$ cat src/hdl/mbps_pkg.sv
// Types and constants of the masked byte pattern search block.
package mbps_pkg;

  localparam int MAX_PATTERN_BYTES_DEF = 16;
  localparam int OFFSET_BITS_DEF       = 32;
  localparam int PATTERN_REG_BYTES     = 16;
  localparam int CFG_ADDR_W            = 6;
  localparam int CFG_DATA_W            = 64;

  localparam logic [63:0] ADDR_BAD_MARK   = 64'hFFFF_FFFF_FFFF_FFFF;
  localparam logic [15:0] CARE_RESET      = 16'hFFFF;
  localparam logic [4:0]  LENGTH_RESET    = 5'd1;

  typedef enum logic [2:0] {
    REG_PAT_LOW  = 3'd0,
    REG_PAT_HIGH = 3'd1,
    REG_CARE     = 3'd2,
    REG_LENGTH   = 3'd3,
    REG_BASE     = 3'd4
  } cfg_reg_t;

  typedef struct packed {
    logic [7:0] region_byte;
    logic       last_byte;
  } in_item_t;

  typedef struct packed {
    logic        found;
    logic [31:0] match_offset;
    logic [63:0] match_address;
  } out_item_t;

endpackage

$ cat src/hdl/masked_byte_pattern_search_core.sv
// Masked byte pattern search: top level with window, compare and result register.
//
// Usage: region bytes enter one per item on the in_ channel (valid/stall);
// last_byte marks the final byte of a region. The block compares a sliding
// window of recent bytes with the configured pattern; a cleared care bit
// makes that pattern byte a wildcard. Each region yields exactly one result
// item on the out_ channel: the first match (offset and address), or a
// not-found item at the last byte. Bytes after a match give no result.
// Path: the input register holds an item, the result register its result.
// Throughput: one item per cycle unless a held result stalls out_; the window
// compare, offset subtract and address add sit between those two registers.
// Stall: a held result keeps the input register full, which raises in_stall
// in the same cycle; nothing is dropped. Reset (rst_n low, synchronous): both
// channels empty, region state cleared, registers to pattern 0, care bits all
// ones, length 1, base 0. The user must write registers through the APB port
// only while no item is in flight; the block itself does not enforce this.
module masked_byte_pattern_search_core #(
  parameter int MAX_PATTERN_BYTES = mbps_pkg::MAX_PATTERN_BYTES_DEF,
  parameter int OFFSET_BITS       = mbps_pkg::OFFSET_BITS_DEF
) (
  input  logic                          clk,
  input  logic                          rst_n,
  input  logic                          in_valid,
  output logic                          in_stall,
  input  mbps_pkg::in_item_t            in_data,
  output logic                          out_valid,
  input  logic                          out_stall,
  output mbps_pkg::out_item_t           out_data,
  input  logic                          psel,
  input  logic                          penable,
  input  logic                          pwrite,
  input  logic [mbps_pkg::CFG_ADDR_W-1:0] paddr,
  input  logic [mbps_pkg::CFG_DATA_W-1:0] pwdata,
  output logic [mbps_pkg::CFG_DATA_W-1:0] prdata,
  output logic                          pready
);

  // The window holds at most the sixteen pattern register bytes.
  localparam int WIN = (MAX_PATTERN_BYTES < mbps_pkg::PATTERN_REG_BYTES) ?
                       MAX_PATTERN_BYTES : mbps_pkg::PATTERN_REG_BYTES;
  localparam int IW  = (WIN > 1) ? $clog2(WIN) : 1;
  localparam int LW  = $clog2(WIN + 1);

  // configuration registers
  logic [63:0] pat_lo_r, pat_lo_nxt;
  logic [63:0] pat_hi_r, pat_hi_nxt;
  logic [15:0] care_r, care_nxt;
  logic [4:0]  len_r, len_nxt;
  logic [63:0] base_r, base_nxt;

  // channel and region state
  logic                   in_vld_r, in_vld_nxt;
  mbps_pkg::in_item_t     in_data_r;
  logic                   out_vld_r, out_vld_nxt;
  mbps_pkg::out_item_t    out_data_r, out_data_nxt;
  logic [7:0]             win_r [WIN];
  logic [7:0]             win_sh [WIN];
  logic [OFFSET_BITS-1:0] seen_r, seen_nxt;
  logic [LW-1:0]          fill_r, fill_nxt;
  logic                   rep_r, rep_nxt;

  logic                   in_acc;
  logic                   fire;
  logic                   win_we;
  logic                   cfg_wr;
  logic [2:0]             cfg_idx;
  logic [127:0]           pat_bytes;
  logic [LW-1:0]          len_eff;
  logic [LW-1:0]          fill_sh;
  logic                   all_ok;
  logic                   hit;
  logic [OFFSET_BITS-1:0] start;
  logic [63:0]            start64;

  assign pready    = 1'b1;
  assign cfg_wr    = psel && penable && pwrite;
  assign cfg_idx   = paddr[mbps_pkg::CFG_ADDR_W-1:3];
  assign pat_bytes = {pat_hi_r, pat_lo_r};

  // Advance the input register whenever the result register can take a new item.
  assign fire     = in_vld_r && (!out_vld_r || !out_stall);
  assign in_stall = in_vld_r && !fire;
  assign in_acc   = in_valid && !in_stall;
  assign win_we   = fire && !rep_r;

  assign out_valid = out_vld_r;
  assign out_data  = out_data_r;

  // clamp the length to the window
  assign len_eff = (len_r > 5'(WIN)) ? LW'(WIN) : LW'(len_r);
  assign fill_sh = (fill_r == LW'(WIN)) ? fill_r : fill_r + LW'(1);
  assign start   = seen_r + OFFSET_BITS'(1) - OFFSET_BITS'(len_eff);
  assign start64 = 64'(start);

  always_comb begin
    logic [IW-1:0] pos;
    pos       = '0;
    win_sh[0] = in_data_r.region_byte;
    for (int k = 1; k < WIN; k++) begin
      win_sh[k] = win_r[k-1];
    end
    // Pattern byte i lines up with the byte that arrived len-1-i items ago.
    all_ok = 1'b1;
    for (int i = 0; i < WIN; i++) begin
      if (i < int'(len_eff)) begin
        pos = IW'(int'(len_eff) - 1 - i);
        if (care_r[i] && (pat_bytes[8*i +: 8] != win_sh[pos])) begin
          all_ok = 1'b0;
        end
      end
    end
  end

  assign hit = (len_eff != '0) && (base_r != mbps_pkg::ADDR_BAD_MARK) &&
               (fill_sh >= len_eff) && all_ok;

  always_comb begin
    pat_lo_nxt   = pat_lo_r;
    pat_hi_nxt   = pat_hi_r;
    care_nxt     = care_r;
    len_nxt      = len_r;
    base_nxt     = base_r;
    in_vld_nxt   = in_vld_r;
    out_vld_nxt  = out_vld_r && out_stall;
    out_data_nxt = out_data_r;
    seen_nxt     = seen_r;
    fill_nxt     = fill_r;
    rep_nxt      = rep_r;

    if (cfg_wr) begin
      case (mbps_pkg::cfg_reg_t'(cfg_idx))
        mbps_pkg::REG_PAT_LOW:  pat_lo_nxt = pwdata;
        mbps_pkg::REG_PAT_HIGH: pat_hi_nxt = pwdata;
        mbps_pkg::REG_CARE:     care_nxt   = pwdata[15:0];
        mbps_pkg::REG_LENGTH:   len_nxt    = pwdata[4:0];
        mbps_pkg::REG_BASE:     base_nxt   = pwdata;
        default: ;
      endcase
    end

    if (in_acc) begin
      in_vld_nxt = 1'b1;
    end else if (fire) begin
      in_vld_nxt = 1'b0;
    end

    if (fire) begin
      if (rep_r) begin
        // drop bytes after a match; the last one closes the region
        if (in_data_r.last_byte) begin
          seen_nxt = '0;
          fill_nxt = '0;
          rep_nxt  = 1'b0;
        end
      end else begin
        fill_nxt = fill_sh;
        if (hit) begin
          out_vld_nxt                = 1'b1;
          out_data_nxt.found         = 1'b1;
          out_data_nxt.match_offset  = start64[31:0];
          out_data_nxt.match_address = base_r + start64;
          if (in_data_r.last_byte) begin
            seen_nxt = '0;
            fill_nxt = '0;
          end else begin
            rep_nxt = 1'b1;
          end
        end else begin
          seen_nxt = seen_r + OFFSET_BITS'(1);
          if (in_data_r.last_byte) begin
            out_vld_nxt  = 1'b1;
            out_data_nxt = '0;
            seen_nxt     = '0;
            fill_nxt     = '0;
          end
        end
      end
    end
  end

  always_comb begin
    case (mbps_pkg::cfg_reg_t'(cfg_idx))
      mbps_pkg::REG_PAT_LOW:  prdata = pat_lo_r;
      mbps_pkg::REG_PAT_HIGH: prdata = pat_hi_r;
      mbps_pkg::REG_CARE:     prdata = 64'(care_r);
      mbps_pkg::REG_LENGTH:   prdata = 64'(len_r);
      mbps_pkg::REG_BASE:     prdata = base_r;
      default:                prdata = '0;
    endcase
  end

  always_ff @(posedge clk) begin
    if (!rst_n) begin
      pat_lo_r  <= '0;
      pat_hi_r  <= '0;
      care_r    <= mbps_pkg::CARE_RESET;
      len_r     <= mbps_pkg::LENGTH_RESET;
      base_r    <= '0;
      in_vld_r  <= 1'b0;
      out_vld_r <= 1'b0;
      seen_r    <= '0;
      fill_r    <= '0;
      rep_r     <= 1'b0;
    end else begin
      pat_lo_r  <= pat_lo_nxt;
      pat_hi_r  <= pat_hi_nxt;
      care_r    <= care_nxt;
      len_r     <= len_nxt;
      base_r    <= base_nxt;
      in_vld_r  <= in_vld_nxt;
      out_vld_r <= out_vld_nxt;
      seen_r    <= seen_nxt;
      fill_r    <= fill_nxt;
      rep_r     <= rep_nxt;
    end
  end

  // payload registers; window entries beyond the fill count are never compared
  always_ff @(posedge clk) begin
    if (in_acc) begin
      in_data_r <= in_data;
    end
    if (win_we) begin
      win_r <= win_sh;
    end
    out_data_r <= out_data_nxt;
  end

endmodule

$ cat config.mk
export PLATFORM = sky130hd
export DESIGN_NAME = masked_byte_pattern_search_core
export DESIGN_NICKNAME = d
export VERILOG_FILES = /design/src/hdl/mbps_pkg.sv /design/src/hdl/masked_byte_pattern_search_core.sv
export SDC_FILE = /design/constraint.sdc
export NUM_CORES = 1
export LEC_CHECK = 0
export ABC_AREA = 1
export BUFFER_PORTS_ARGS = -buffer_cell sky130_fd_sc_hd__buf_2
export CAP_MARGIN = 10
export CORE_MARGIN = 2
export CORE_UTILIZATION = 35
export DETAILED_ROUTE_END_ITERATION = 10
export PLACE_DENSITY_LB_ADDON = 0.08
export SETUP_SLACK_MARGIN = 0.3
export SYNTH_ARGS = -nofsm -noshare
export SYNTH_HDL_FRONTEND = slang
export SYNTH_SLANG_ARGS = --single-unit
$ cat constraint.sdc
create_clock -name clk -period 11.47 [get_ports clk]
set_clock_uncertainty 0.15 [all_clocks]
set_input_delay 1.7205 -clock clk [delete_from_list [all_inputs] [get_ports clk]]
set_output_delay 1.7205 -clock clk [all_outputs]
set_load 0.02 [all_outputs]
After elaboration in Yosys (flattened, before gate mapping)
Cells that the tools add are included.
{"block": "totals", "input_bits": 86, "ff_bits": 479, "wordCells": 268}
{"block": "op_classes", "add_sub_neg": 20, "n_reduce_logical": 43, "order_cmp": 34, "bitwise": 17, "muxes": 101, "eq_ne": 23}
{"operator": "$bmux W8 S4", "n": 16}
{"operator": "$pmux W64 S5", "n": 1}
{"operator": "$mux W8", "n": 32}
{"operator": "$mux W32", "n": 4}
{"operator": "$ne A8 B8 Y1", "n": 16}
{"operator": "$mux W97", "n": 1}
{"operator": "$mux W96", "n": 1}
{"operator": "$ge A5 B5 Y1 const B", "n": 16}
{"operator": "$not A4 Y5", "n": 16}
{"operator": "$add A64 B32 Y64", "n": 1}
{"operator": "$ne A64 B64 Y1 const B", "n": 1}
{"operator": "$mux W1", "n": 41}
{"operator": "$lt A4 B5 Y1 const A", "n": 8}
{"operator": "$add A32 B1 Y32 const B", "n": 1}
{"operator": "$sub A32 B5 Y32", "n": 1}
{"operator": "$sub A4 B4 Y4 const B", "n": 8}
{"operator": "$logic_and A1 B1 Y1", "n": 26}
{"operator": "$mux W5", "n": 5}
{"operator": "$lt A3 B5 Y1 const A", "n": 4}
{"operator": "$sub A4 B3 Y4 const B", "n": 4}
{"operator": "$reduce_and A2 Y1", "n": 6}
{"operator": "$lt A1 B5 Y1 const A", "n": 2}
{"operator": "$lt A2 B5 Y1 const A", "n": 2}
{"operator": "$sub A4 B1 Y4 const B", "n": 2}
{"operator": "16 further kinds", "n": 23}

Logic depth before layout (Yosys ltp)
{"block": "depth", "depth_word": 45, "depth_mapped": 38}

Worst setup path before layout
No wires, ideal clock.
{"block": "synth_path", "path_kind": "input -> register", "start": "input port out_stall", "end": "register out_data_r (netlist bit out_data[0]) (enable)", "arrival_ps": 9547, "cell_stages": 5, "path_buffers": 0, "required_ps": 10871, "path_slack_ps": 1323, "setup_time_ps": 449, "path_cell_list": "nand2_1 nand2_1 nor2_1 nand2_1 inv_1"}
{"block": "synth_between", "elab_chain_cells": 4}
{"element": "start, declared", "line_no": "masked_byte_pattern_search_core.sv:27", "rtl": "input logic out_stall,"}
{"element": "$logic_not A1 Y1", "line_no": "masked_byte_pattern_search_core.sv:81", "rtl": "assign fire = in_vld_r && (!out_vld_r || !out_stall);"}
{"element": "$logic_or A1 B1 Y1", "line_no": "masked_byte_pattern_search_core.sv:81"}
{"element": "$logic_and A1 B1 Y1", "line_no": "masked_byte_pattern_search_core.sv:81"}
{"element": "$reduce_and A3 Y1 (no source line)"}
{"element": "end signal, assigned", "line_no": "masked_byte_pattern_search_core.sv:226", "rtl": "out_data_r <= out_data_nxt;"}
{"element": "end, declared", "line_no": "masked_byte_pattern_search_core.sv:55", "rtl": "mbps_pkg::out_item_t out_data_r, out_data_nxt;"}
Every way passes these cells.
A chain may end at the register's enable or synchronous reset.

Final worst setup path
{"block": "layout_path", "start": "register len_r[4]", "end": "register out_data_r (netlist bit out_data[53]) (enable)"}
{"block": "layout_between", "elab_chain_cells": 44, "elab_cells_between_ends": 169}
{"element": "start, declared", "line_no": "masked_byte_pattern_search_core.sv:48", "rtl": "logic [4:0] len_r, len_nxt;"}
{"element": "start signal, assigned", "line_no": "masked_byte_pattern_search_core.sv:197", "rtl": "len_r <= mbps_pkg::LENGTH_RESET;"}
{"element": "start signal, assigned", "line_no": "masked_byte_pattern_search_core.sv:208", "rtl": "len_r <= len_nxt;"}
{"element": "$gt A5 B5 Y1", "line_no": "masked_byte_pattern_search_core.sv:90", "rtl": "assign len_eff = (len_r > 5'(WIN)) ? LW'(WIN) : LW'(len_r);"}
{"element": "$mux W5 (*)", "line_no": "masked_byte_pattern_search_core.sv:90"}
{"element": "branches (longest 39 deep; another with $sub A4 B1 Y4)"}
{"element": "$logic_and A1 B1 Y1 (*)", "line_no": "masked_byte_pattern_search_core.sv:115", "rtl": "(fill_sh >= len_eff) && all_ok;"}
{"element": "$reduce_bool A2 Y1 (no source line) (*)"}
{"element": "$reduce_and A3 Y1 (no source line) (*)"}
Mark *: on every way between the ends. The select of a mux whose other input is x is not followed.

==> results.toml <==
[run_status]
status = "complete, no violations"

[timing]
finalSetupViolCount = 0
hold_viol_final = 0
fin_ws_ns = 2.87
slew_viol_final = 0
fmax_mhz = 116
period_share = 0.749
worstMarginPinSlew_ns = 1.16
min_period_ns = 8.60
max_slew_margin = 0.228
rsz0062_at_grt = "false"
fin_tns_setup_ns = 0

[hold_path]
hp-class = "reg2reg"
min_path_cells = 2
worstHoldStart = "seen_r[3]$_SDFFE_PN0P_"
hold_end = "seen_r[3]$_SDFFE_PN0P_"

[drt]
antenna_left = 0
viasPerCell = 5.46
num_vias = 33300
drtIter0Drc = 3649
first_pass_iters = 6
wire_per_inst_um = 23.6
routed_wl_mm = 144
drc = 0

[critical_path]
crit_path_end_kind = "register"
r2r-start = "len_r[4]$_SDFFE_PN0P_"
cp.buffers_inverters = 6
reg2reg_slack_ns = 2.87
r2r_cells = 26
path_max_fanout = 65
path_common_cell = "nand2_1"
r2r-end = "out_data[53]$_SDFFCE_PP0P_"
crit_type = "reg2reg"
cp.arrival_ns = 8.80
cp_top_family = "simple AND/OR/NAND/NOR gates"
startpoint_type = "register"
path_depth = 26
required_ns = 11.67
slowest_delay_ns = 1.14
slowest_stage = "ha_2"

[yosys]
ys.flop_type = "dfxtp_1"
yosysWarnings = 0
synthTopCellsByCount = "1510 x nand2_1, 705 x nand3_1, 414 x inv_1"
ys_seq_area_frac = 0.373
synth_area_leaders = "edfxtp_1 21%, nand2_1 18%, dfxtp_1 16%"
syn_nets = 4905
synth_seq_cells = 479
synth-edff-count = 226
post-synth-top-count-cell = "nand2_1"
synthArstFlopShare = 0
yosys.area.top_type = "edfxtp_1"
avgSynthCellArea_um2 = 6.66
yosysTopAreaCellShare = 0.214
syn-cell-area_mm2 = 0.0317
ys_types = 57
synth_cells = 4765

[power]
ir_worst_vdd_mv = 0.122
p_leak_uw = 0.0158
p_per_area_mw_per_mm2 = 131

[cells_and_area]
drive_gt1_frac = 0.0950
multiInputGateArea_mm2 = 0.0172
syn_to_final_growth_pct = 12.9
design_area_mm2 = 0.0358
ff_latch_area_mm2 = 0.0119
fillers = 9798
layout.nets = 5014

[placement]
gp_congestion = 0.954
hpwl_mm = 108
place_area_mm2 = 0.0338
dp_slack_ns = 2.98
io_buffer_count = 245

[die]
die_w_um = 305
core_mm2 = 0.0899
dieArea_mm2 = 0.0931
initial_utilization = 0.353
rows = 110
die_y_um = 305
ios = 250

[cts]
clk_pin_slew_ns = 0.06
ctsHoldBuffers = 0
cts_setup_buffers = 0
numCtsBuffers = 58
cts_max_path_buffers = 3
root_buffer = "clkbuf_16"
cts_tree = "built"
cts_resized = 0
cts_sinks = 479
htreeDepth = 2
clock_latency_ns = 0.68

[grt]
grt_usage = 0.303
antenna_found_initial = 8
grt_pass1_vias = 31000
grt_pass1_wl_mm = 210
grt.overflow.total = 0
grt_max_degree = 104

[flow_run]
drv_cap = 0
per-stage QoR:
step | hold slack, ns | util | cells | total power (uW)
6_report | 0.316 | 0.399 | 6103 | 4690
5_1_grt | 0.333 | 0.399 | 6100 | 4870
4_1_cts | 0.318 | 0.399 | 6100 | 4710
3_5_place_dp | 0.307 | 0.376 | 5990 | 2680
3_3_place_gp | 0.303 | 0.376 | 5990 | 2680
2_1_floorplan | 0.291 | - | 4765 | 2390
final cells by class:
type                    count  share of cell area
well taps                1176              0.0411
clock inverters            35              0.0117
diodes                      3            0.000209
multi-input cells        3617               0.481
flip-flops and latches    479               0.331
clock buffers              75              0.0454
repair buffers            293              0.0448
inverters                 425              0.0447
registers in the layout (all words and copies together) (netlist names):
name       cells
out_data      97
fill_r         5
seen_r        32
in_data_r      9
win_r        120
pat_hi_r      64
out_valid      1
rep_r          1
pat_lo_r      64
base_r        64
in_vld_r       1
care_r        16
len_r          5
worst reg2reg max path: cells and delay by family, from the launching register on:
kind,cells,cell delay (ns)
adders and majority gates,2,1.74
buffers and inverters,6,2.72
DFF,1,0.46
and+or+nand+nor,18,3.17
per-layer routing:
metal  vias up  part of all wire  global-route usage
met5         -           0.00043                   0
met4        10             0.035              0.0978
li1      16100                 -                   -
met2      1286              0.44               0.476
met3       218             0.082              0.0594
met1     15800              0.44               0.417
kinds of logic (layout without fill, tap and decap cells):
kind of cell | after synthesis | count (layout) | synth area share
buffers and inverters | 669 | 828 | 0.0846
other | 1 | 4 | 0.000118
flip-flops | 479 | 479 | 0.373
AO/OA/AOI/OAI | 703 | 703 | 0.123
AND/OR/NAND/NOR | 2769 | 2769 | 0.371
adder cells (fa/ha/maj) | 54 | 54 | 0.0218
XOR/XNOR | 90 | 90 | 0.0264
report_power, final:
part / internal, uW / switching, uW / leakage (uW)
clock network: 1190 / 845 / 0.00101
registers: 1840 / 33.8 / 0.00412
logic: 210 / 581 / 0.0106
total: 3230 / 1460 / 0.0158
how the worst max path moves through the flow:
stage | from | end | slack, ns
after floorplan | out_stall | out_data[0]$_SDFFCE_PP0P_ | 1.32
after global placement | len_r[4]$_SDFFE_PN0P_ | out_data[50]$_SDFFCE_PP0P_ | 3.05
after detailed placement | len_r[4]$_SDFFE_PN0P_ | out_data[58]$_SDFFCE_PP0P_ | 2.98
after CTS | len_r[4]$_SDFFE_PN0P_ | out_data[53]$_SDFFCE_PP0P_ | 3.01
after global routing | len_r[4]$_SDFFE_PN0P_ | out_data[54]$_SDFFCE_PP0P_ | 2.33
final | len_r[4]$_SDFFE_PN0P_ | out_data[53]$_SDFFCE_PP0P_ | 2.87
cells in the final DEF (no fill, tap or decap), types with 6 or more instances in the layout:
| cell type | count |
|---|---|
| nor2_4 | 6 |
| nand3b_1 | 27 |
| nor2_2 | 15 |
| nor3_1 | 36 |
| xor2_1 | 66 |
| clkinv_1 | 8 |
| o21ai_1 | 23 |
| dfxtp_1 | 252 |
| o221ai_1 | 47 |
| o22ai_1 | 6 |
| clkbuf_16 | 61 |
| nand3_1 | 705 |
| o211ai_1 | 18 |
| nand2_1 | 1509 |
| inv_2 | 8 |
| a21oi_1 | 278 |
| nand4_1 | 57 |
| inv_1 | 412 |
| bufinv_16 | 8 |
| a21oi_2 | 8 |
| a21o_1 | 7 |
| edfxtp_1 | 226 |
| buf_4 | 47 |
| o2111ai_1 | 7 |
| or2_2 | 14 |
| o21ai_0 | 277 |
| ha_1 | 51 |
| o21a_1 | 13 |
| xnor2_1 | 19 |
| nand2_2 | 9 |
| clkinv_2 | 9 |
| buf_2 | 244 |
| nor4_1 | 14 |
| nor2_1 | 363 |
Note: power is estimated with default switching activity, not from simulation.
